==> src/hdl/aape_pkg.sv <==
package aape_pkg;

    // Printable offset added to every 6-bit slice and checksum half.
    localparam logic [7:0] CHAR_OFFSET = 8'd61;

    // Character positions within the work of one item.
    localparam int NUM_STEPS = 9;
    localparam logic [3:0] STEP_START = 4'd0;
    localparam logic [3:0] STEP_TYPE  = 4'd1;
    localparam logic [3:0] STEP_G0    = 4'd2;
    localparam logic [3:0] STEP_G1    = 4'd3;
    localparam logic [3:0] STEP_G2    = 4'd4;
    localparam logic [3:0] STEP_G3    = 4'd5;
    localparam logic [3:0] STEP_CK_HI = 4'd6;
    localparam logic [3:0] STEP_CK_LO = 4'd7;
    localparam logic [3:0] STEP_END   = 4'd8;

    // Queue depth between the front and the back.
    localparam int QUEUE_DEPTH = 4;
    localparam int QUEUE_AW    = $clog2(QUEUE_DEPTH);

    // Work for the back: which character groups one item produces.
    typedef struct packed {
        logic       hdr;
        logic [7:0] type_code;
        logic       grp;
        logic [7:0] byte_a;
        logic [7:0] byte_b;
        logic [7:0] byte_c;
        logic       trl;
    } job_t;

endpackage

==> src/hdl/aape_front.sv <==
module aape_front (
    input  logic            aclk,
    input  logic            aresetn,
    input  logic            in_valid,
    output logic            in_ready,
    input  logic [7:0]      data_byte,
    input  logic [7:0]      type_code,
    input  logic            first_byte,
    input  logic            last_byte,
    input  logic            q_full,
    output logic            push,
    output aape_pkg::job_t  push_job
);

    logic [1:0] fill_reg, fill_next;
    logic [7:0] hi_reg, hi_next;
    logic [7:0] lo_reg, lo_next;
    logic [1:0] fill_eff;
    logic       accept;

    assign in_ready = !q_full;
    assign accept   = in_valid && !q_full;

    // A first mark drops any open group before this byte is placed.
    assign fill_eff = first_byte ? 2'd0 : fill_reg;

    // Classify the item: header, full or flushed group, trailer.
    always_comb begin
        fill_next          = fill_reg;
        hi_next            = hi_reg;
        lo_next            = lo_reg;
        push_job.hdr       = first_byte;
        push_job.type_code = type_code;
        push_job.grp       = 1'b0;
        push_job.byte_a    = hi_reg;
        push_job.byte_b    = lo_reg;
        push_job.byte_c    = data_byte;
        push_job.trl       = last_byte;
        unique case (fill_eff)
            2'd0: begin
                hi_next         = data_byte;
                fill_next       = last_byte ? 2'd0 : 2'd1;
                push_job.grp    = last_byte;
                push_job.byte_a = data_byte;
                push_job.byte_b = 8'd0;
                push_job.byte_c = 8'd0;
            end
            2'd1: begin
                lo_next         = data_byte;
                fill_next       = last_byte ? 2'd0 : 2'd2;
                push_job.grp    = last_byte;
                push_job.byte_b = data_byte;
                push_job.byte_c = 8'd0;
            end
            default: begin
                fill_next    = 2'd0;
                push_job.grp = 1'b1;
            end
        endcase
    end

    // Items that produce no character update the group and push nothing.
    assign push = accept && (push_job.hdr || push_job.grp || push_job.trl);

    always_ff @(posedge aclk) begin
        if (!aresetn) begin
            fill_reg <= 2'd0;
            hi_reg   <= 8'd0;
            lo_reg   <= 8'd0;
        end else if (accept) begin
            fill_reg <= fill_next;
            hi_reg   <= hi_next;
            lo_reg   <= lo_next;
        end
    end

endmodule

==> src/hdl/aape_queue.sv <==
module aape_queue (
    input  logic            aclk,
    input  logic            aresetn,
    input  logic            push,
    input  aape_pkg::job_t  push_job,
    output logic            full,
    input  logic            pop,
    output logic            head_valid,
    output aape_pkg::job_t  head_job
);

    localparam int AW = aape_pkg::QUEUE_AW;

    aape_pkg::job_t entry_reg [aape_pkg::QUEUE_DEPTH];
    logic [AW-1:0]  wr_ptr_reg, wr_ptr_next;
    logic [AW-1:0]  rd_ptr_reg, rd_ptr_next;
    logic [AW:0]    count_reg, count_next;

    assign full       = (count_reg == (AW+1)'(aape_pkg::QUEUE_DEPTH));
    assign head_valid = (count_reg != '0);
    assign head_job   = entry_reg[rd_ptr_reg];

    // Pointer and occupancy bookkeeping.
    always_comb begin
        wr_ptr_next = push ? wr_ptr_reg + 1'b1 : wr_ptr_reg;
        rd_ptr_next = pop ? rd_ptr_reg + 1'b1 : rd_ptr_reg;
        count_next  = count_reg + (AW+1)'(push) - (AW+1)'(pop);
    end

    always_ff @(posedge aclk) begin
        if (!aresetn) begin
            wr_ptr_reg <= '0;
            rd_ptr_reg <= '0;
            count_reg  <= '0;
        end else begin
            wr_ptr_reg <= wr_ptr_next;
            rd_ptr_reg <= rd_ptr_next;
            count_reg  <= count_next;
        end
    end

    always_ff @(posedge aclk) begin
        if (push) begin
            entry_reg[wr_ptr_reg] <= push_job;
        end
    end

endmodule

==> src/hdl/aape_back.sv <==
module aape_back (
    input  logic            aclk,
    input  logic            aresetn,
    input  logic [7:0]      open_tag,
    input  logic [7:0]      end_tag,
    input  logic            head_valid,
    input  aape_pkg::job_t  head_job,
    output logic            pop,
    output logic            out_valid,
    input  logic            out_ready,
    output logic [7:0]      frame_char,
    output logic            frame_end
);

    localparam int NS = aape_pkg::NUM_STEPS;

    logic [NS-1:0] done_reg, done_next;
    logic [NS-1:0] enable;
    logic [NS-1:0] remain;
    logic [NS-1:0] cur_hot;
    logic [3:0]    cur_step;
    logic [11:0]   sum_reg, sum_next;
    logic          valid_reg;
    logic [7:0]    char_reg;
    logic          end_reg;
    logic [7:0]    char_val;
    logic [5:0]    slice;
    logic          issue;

    // Steps this job produces, in output order.
    assign enable = {{3{head_job.trl}}, {4{head_job.grp}}, {2{head_job.hdr}}};
    assign remain = enable & ~done_reg;

    // Lowest step still to be issued.
    always_comb begin
        cur_step = 4'd0;
        cur_hot  = '0;
        for (int i = NS - 1; i >= 0; i--) begin
            if (remain[i]) begin
                cur_step = 4'(i);
                cur_hot  = NS'(1) << i;
            end
        end
    end

    assign issue = head_valid && (!valid_reg || out_ready);
    assign pop   = issue && ((remain & ~cur_hot) == '0);

    // Character for the current step and the running checksum.
    always_comb begin
        slice    = 6'd0;
        char_val = 8'd0;
        sum_next = sum_reg;
        unique case (cur_step)
            aape_pkg::STEP_START: begin
                char_val = open_tag;
                sum_next = {4'd0, open_tag};
            end
            aape_pkg::STEP_TYPE: begin
                char_val = head_job.type_code;
                sum_next = sum_reg + {4'd0, char_val};
            end
            aape_pkg::STEP_G0: begin
                slice    = head_job.byte_a[7:2];
                char_val = aape_pkg::CHAR_OFFSET + {2'd0, slice};
                sum_next = sum_reg + {4'd0, char_val};
            end
            aape_pkg::STEP_G1: begin
                slice    = {head_job.byte_a[1:0], head_job.byte_b[7:4]};
                char_val = aape_pkg::CHAR_OFFSET + {2'd0, slice};
                sum_next = sum_reg + {4'd0, char_val};
            end
            aape_pkg::STEP_G2: begin
                slice    = {head_job.byte_b[3:0], head_job.byte_c[7:6]};
                char_val = aape_pkg::CHAR_OFFSET + {2'd0, slice};
                sum_next = sum_reg + {4'd0, char_val};
            end
            aape_pkg::STEP_G3: begin
                slice    = head_job.byte_c[5:0];
                char_val = aape_pkg::CHAR_OFFSET + {2'd0, slice};
                sum_next = sum_reg + {4'd0, char_val};
            end
            aape_pkg::STEP_CK_HI: begin
                char_val = aape_pkg::CHAR_OFFSET + {2'd0, sum_reg[11:6]};
            end
            aape_pkg::STEP_CK_LO: begin
                char_val = aape_pkg::CHAR_OFFSET + {2'd0, sum_reg[5:0]};
            end
            aape_pkg::STEP_END: begin
                char_val = end_tag;
                sum_next = 12'd0;
            end
            default: begin
                char_val = 8'd0;
            end
        endcase
    end

    assign done_next = pop ? '0 : (done_reg | cur_hot);

    always_ff @(posedge aclk) begin
        if (!aresetn) begin
            done_reg  <= '0;
            sum_reg   <= 12'd0;
            valid_reg <= 1'b0;
        end else begin
            if (issue) begin
                done_reg <= done_next;
                sum_reg  <= sum_next;
            end
            if (issue) begin
                valid_reg <= 1'b1;
            end else if (out_ready) begin
                valid_reg <= 1'b0;
            end
        end
    end

    // Output register: loaded when the queue holds a job and the register is empty or being drained.
    always_ff @(posedge aclk) begin
        if (issue) begin
            char_reg <= char_val;
            end_reg  <= (cur_step == aape_pkg::STEP_END);
        end
    end

    assign out_valid  = valid_reg;
    assign frame_char = char_reg;
    assign frame_end  = end_reg;

endmodule

==> src/hdl/ascii_armor_packet_encoder_top.sv <==
// Printable packet frame encoder.
// The s_ channel takes one payload byte per item: s_tdata carries the byte and
// the packet type, s_tuser marks the first byte and s_tlast the last byte.
// The m_ channel gives one frame character per item, with m_tlast on the end
// tag. A frame is the start tag, the type byte, four characters for every three
// payload bytes (a partial group is zero padded on the last byte), two checksum
// characters and the end tag. Tags are set through the register port.
// The back emits one character per cycle from its output register while m_tready
// is high and the queue holds work; an item produces none to nine characters,
// four per three bytes inside a packet. Input items are taken in consecutive
// cycles while the four-entry work queue has room; with the queue and the output
// register empty, an item's first character passes through the queue entry and
// then the output register before it is shown.
// A stall on m_tready holds the output character and, once the queue fills,
// drops s_tready. Reset empties the queue, clears the open group and the
// checksum, and sets both tags to zero.
module ascii_armor_packet_encoder_top (
    input  logic        aclk,
    input  logic        aresetn,
    // Input item.
    input  logic        s_tvalid,
    output logic        s_tready,
    input  logic [15:0] s_tdata,   // [7:0] data_byte, [15:8] type_code
    input  logic [0:0]  s_tuser,   // [0] first_byte
    input  logic        s_tlast,   // last_byte
    // Result item.
    output logic        m_tvalid,
    input  logic        m_tready,
    output logic [7:0]  m_tdata,   // [7:0] frame_char
    output logic        m_tlast,   // frame_end
    // Register port.
    input  logic        psel,
    input  logic        penable,
    input  logic        pwrite,
    input  logic [2:0]  paddr,
    input  logic [31:0] pwdata,
    output logic [31:0] prdata,
    output logic        pready
);

    logic           q_full;
    logic           push;
    aape_pkg::job_t push_job;
    logic           pop;
    logic           head_valid;
    aape_pkg::job_t head_job;
    logic [7:0]     open_tag_reg;
    logic [7:0]     end_tag_reg;
    logic           cfg_write;

    // Register port: start tag at 0, end tag at 4.
    assign pready    = 1'b1;
    assign cfg_write = psel && penable && pwrite && pready;

    always_ff @(posedge aclk) begin
        if (!aresetn) begin
            open_tag_reg <= 8'd0;
            end_tag_reg  <= 8'd0;
        end else if (cfg_write) begin
            if (paddr[2]) begin
                end_tag_reg <= pwdata[7:0];
            end else begin
                open_tag_reg <= pwdata[7:0];
            end
        end
    end

    assign prdata = {24'd0, paddr[2] ? end_tag_reg : open_tag_reg};

    aape_front u_front (
        .aclk       (aclk),
        .aresetn    (aresetn),
        .in_valid   (s_tvalid),
        .in_ready   (s_tready),
        .data_byte  (s_tdata[7:0]),
        .type_code  (s_tdata[15:8]),
        .first_byte (s_tuser[0]),
        .last_byte  (s_tlast),
        .q_full     (q_full),
        .push       (push),
        .push_job   (push_job)
    );

    aape_queue u_queue (
        .aclk       (aclk),
        .aresetn    (aresetn),
        .push       (push),
        .push_job   (push_job),
        .full       (q_full),
        .pop        (pop),
        .head_valid (head_valid),
        .head_job   (head_job)
    );

    aape_back u_back (
        .aclk       (aclk),
        .aresetn    (aresetn),
        .open_tag   (open_tag_reg),
        .end_tag    (end_tag_reg),
        .head_valid (head_valid),
        .head_job   (head_job),
        .pop        (pop),
        .out_valid  (m_tvalid),
        .out_ready  (m_tready),
        .frame_char (m_tdata),
        .frame_end  (m_tlast)
    );

endmodule
==> config.mk <==
export PLATFORM = sky130hd
export DESIGN_NAME = ascii_armor_packet_encoder_top
export DESIGN_NICKNAME = d
export VERILOG_FILES = /design/src/hdl/aape_pkg.sv /design/src/hdl/aape_front.sv /design/src/hdl/aape_queue.sv /design/src/hdl/aape_back.sv /design/src/hdl/ascii_armor_packet_encoder_top.sv
export SDC_FILE = /design/constraint.sdc
export NUM_CORES = 1
export LEC_CHECK = 0
export BUFFER_PORTS_ARGS = -buffer_cell sky130_fd_sc_hd__buf_2
export CAP_MARGIN = 20
export CORE_MARGIN = 2
export CORE_UTILIZATION = 64
export CTS_CLUSTER_SIZE = 10
export DETAILED_ROUTE_END_ITERATION = 7
export PLACE_DENSITY_LB_ADDON = 0.1
export SLEW_MARGIN = 20
export SYNTH_ARGS = -nofsm -noshare
export SYNTH_HDL_FRONTEND = slang
export SYNTH_SLANG_ARGS = --single-unit
export TNS_END_PERCENT = 5
==> constraint.sdc <==
create_clock -name aclk -period 6.3 [get_ports aclk]
set_clock_uncertainty 0.2 [all_clocks]
set_input_delay 0.315 -clock aclk [delete_from_list [all_inputs] [get_ports aclk]]
set_output_delay 0.315 -clock aclk [all_outputs]
set_load 0.01 [all_outputs]
==> out/metrics.yaml <==
coreArea_um2: 15700
cp.arrival_ps: 5210
antenna_left: 0
clockBufferDepth: 3
cp-start-kind: "flop"
nNetsFinal: 966
synth_compound_gate_area_share_pct: 9.26
dieArea_um2: 17000
cts_tree: "built"
diodes: 0
grt.busiest_layer: "met2"
postCtsSetupBuffers: 0
worstHoldPathType: "in2reg"
synth_xor_area_share_pct: 3.00
synth.yosys.seq_area_share_pct: 56.5
rsz0062_at_grt: "no"
netlist_instances: 807
ff2ff_path_depth: 13
hpwlAfterDp_um: 15000
synth-main-ff-cell: "edfxtp_1"
worstPathRequired_ps: 6540
yosys.cell_types.count: 65
start_util_pct: 65.0
slew_headroom_pct: 38.9
clkSinkCount: 214
largest_reg_flops: 140
drc: 0
firstDrtPassIters: 5
netlist_area_um2: 10200
endpoint: "u_back.sum_reg[10]$_SDFFE_PN0P_"
viasPerCell: 6.10
drv_slew: 0
wl_um: 23200
ff2ff_setup_slack_ps: 1320
fp.dieH_um: 130
final_cell_mix: "edfxtp_1, nand2_1, dfxtp_1"
num_vias: 6825
worstSetupPathType: "reg2reg"
drive_gt1_share_pct: 16.9
synthToLayoutAreaGrowth_pct: 13.0
fill_cells: 1007
antenna_found_initial: 0
path_max_fanout: 25
cts.clk_slew.worst_paths_ps: 60
ir_worst_vdd_mv: 0.248
ioPinCount: 104
outcome: "finished, final reports clean"
root_buffer: "clkbuf_16"
met1_usage_pct: 35.1
grt_max_degree: 59
maxCapViolCount: 0
timing.rr.end: "u_back.sum_reg[10]$_SDFFE_PN0P_"
finalWeightedCongestion: 0.942
p_leak_nw: 4.10
fmax_mhz: 201
cts_buffers: 25
synthAdderAreaFrac_pct: 2.84
grt_pass1_wl_um: 35800
grt_util_met3_pct: 4.10
clock_latency_ps: 520
yosys_warnings: 0
die_w_um: 130
hold_viol: 0
wl_per_cell_um: 20.8
finalSetupViolations: 0
yosys.area_share.simple_pct: 12.6
layout_commonest_cell: "edfxtp_1"
async_flop_share_pct: 0
total_power_mw: 3.84
muxShareOfSynthArea_pct: 11.9
rows: 46
period_needed_ps: 4980
fin_setup_tns_ps: 0
overflow: 0
synth_top_family_by_area: "simple AND/OR/NAND/NOR gates"
use_met2_pct: 49.0
grt_pass1_vias: 6613
p_per_area_nw_per_um2: 333
cp-end-kind: "flop"
fin_crit_sh_pct: 79.0
h-tree-depth: 1
tightest_slew_ps: 917
portBuffers: 52
synth.avg_cell_area_um2: 12.7
drt_iter0_markers: 454
gr-usage-all-layers_pct: 27.8
synth-seq-cells: 214
synth_edf_count: 149
## kinds of logic after synthesis
family	after synthesis
other cells	2
simple gates	256
xor+xnor	35
mux	76
fa+ha+maj	22
flops	214
compound gates	131
buf+inv	71
## layer usage
layer  part of all wire (%)  vias up  routed length (um)
met5                      0        -                   0
met4                    3.6        0                 832
met3                    5.8       60                1340
met2                     51      296               11900
met1                     39     3332                9170
li1                       -     3137                   -
## synth_stat cells (all sizes together) (15+ instances only)
library cell	instances	area [um2]
a21boi	21	161
a21oi	29	145
and2	20	125
buf	37	250
clkbuf	22	82.6
dfxtp	65	1300
edfxtp	149	4470
ha	20	250
mux2	17	191
mux2i	24	240
mux4	35	788
nand2	78	293
nor2	64	248
nor2b	16	100
nor3	15	75.1
xnor2	27	236
## where the power goes
part / leakage, nW / internal, mW / switching, mW
clock: 0.339 / 0.743 / 0.518
combinational: 1.87 / 0.340 / 0.491
sequential: 1.89 / 1.66 / 0.0854
total: 4.10 / 2.75 / 1.09
## stage by stage
step           instance area [um2]  setup slack [ps]  cells  utilization, %  hold slack, ps
2_1_floorplan                10300              2260    830               -             214
4_1_cts                      11500              1370   1119            73.4            2.79
3_3_place_gp                 10600              1540   1048            67.3             260
6_report                     11500              1320   1119            73.5            24.9
3_5_place_dp                 10600              1430   1048            67.3             282
5_1_grt                      11500               783   1119            73.5            40.3
## final cells by class
class	count	area [um2]	area share, %
Sequential cell	214	5780	50.0
Multi-Input combinational cell	545	4160	36.1
Clock buffer	44	697	6.04
Timing Repair Buffer	86	578	5.01
Tap cell	216	270	2.34
Inverter	12	45.0	0.390
Clock inverter	2	13.8	0.119
## worst min path at each step
stage | from | end | slack, ps | cells past startpoint
final | m_tready | u_back.out_valid$_SDFFE_PN0P_ | 20 | 3
after global routing | s_tuser | u_queue.entry_reg[3][34]$_DFFE_PP_ | 40 | 1
after CTS | m_tready | u_back.out_valid$_SDFFE_PN0P_ | 3 | 3
after detailed placement | u_back.done_reg[1]$_SDFFE_PN0P_ | u_back.done_reg[1]$_SDFFE_PN0P_ | 280 | 2
after global placement | u_queue.rd_ptr_reg[1]$_SDFFE_PN0P_ | u_queue.rd_ptr_reg[1]$_SDFFE_PN0P_ | 260 | 2
after floorplan | s_tlast | u_queue.entry_reg[0][0]$_DFFE_PP_ | 210 | 0
## what timing repair did
| item | CTS | global route |
|---|---|---|
| gates resized for setup | 0 | 0 |
| hold buffers | 25 | 0 |
| endpoints found under the hold margin | 60 | 0 |
## worst max-delay path, cell delays in order, from the launching register on
cell and delay [ps]:
dfxtp_2 930, buf_4 320, mux4_2 580, a2111oi_0 490
xnor2_1 190, o22ai_1 100, a221oi_1 480, nand2_1 130
ha_1 350, o21ai_0 90, a21oi_1 90, o41ai_1 580
o21ai_0 210, a21oi_1 150
(Power assumes the default switching activity.)
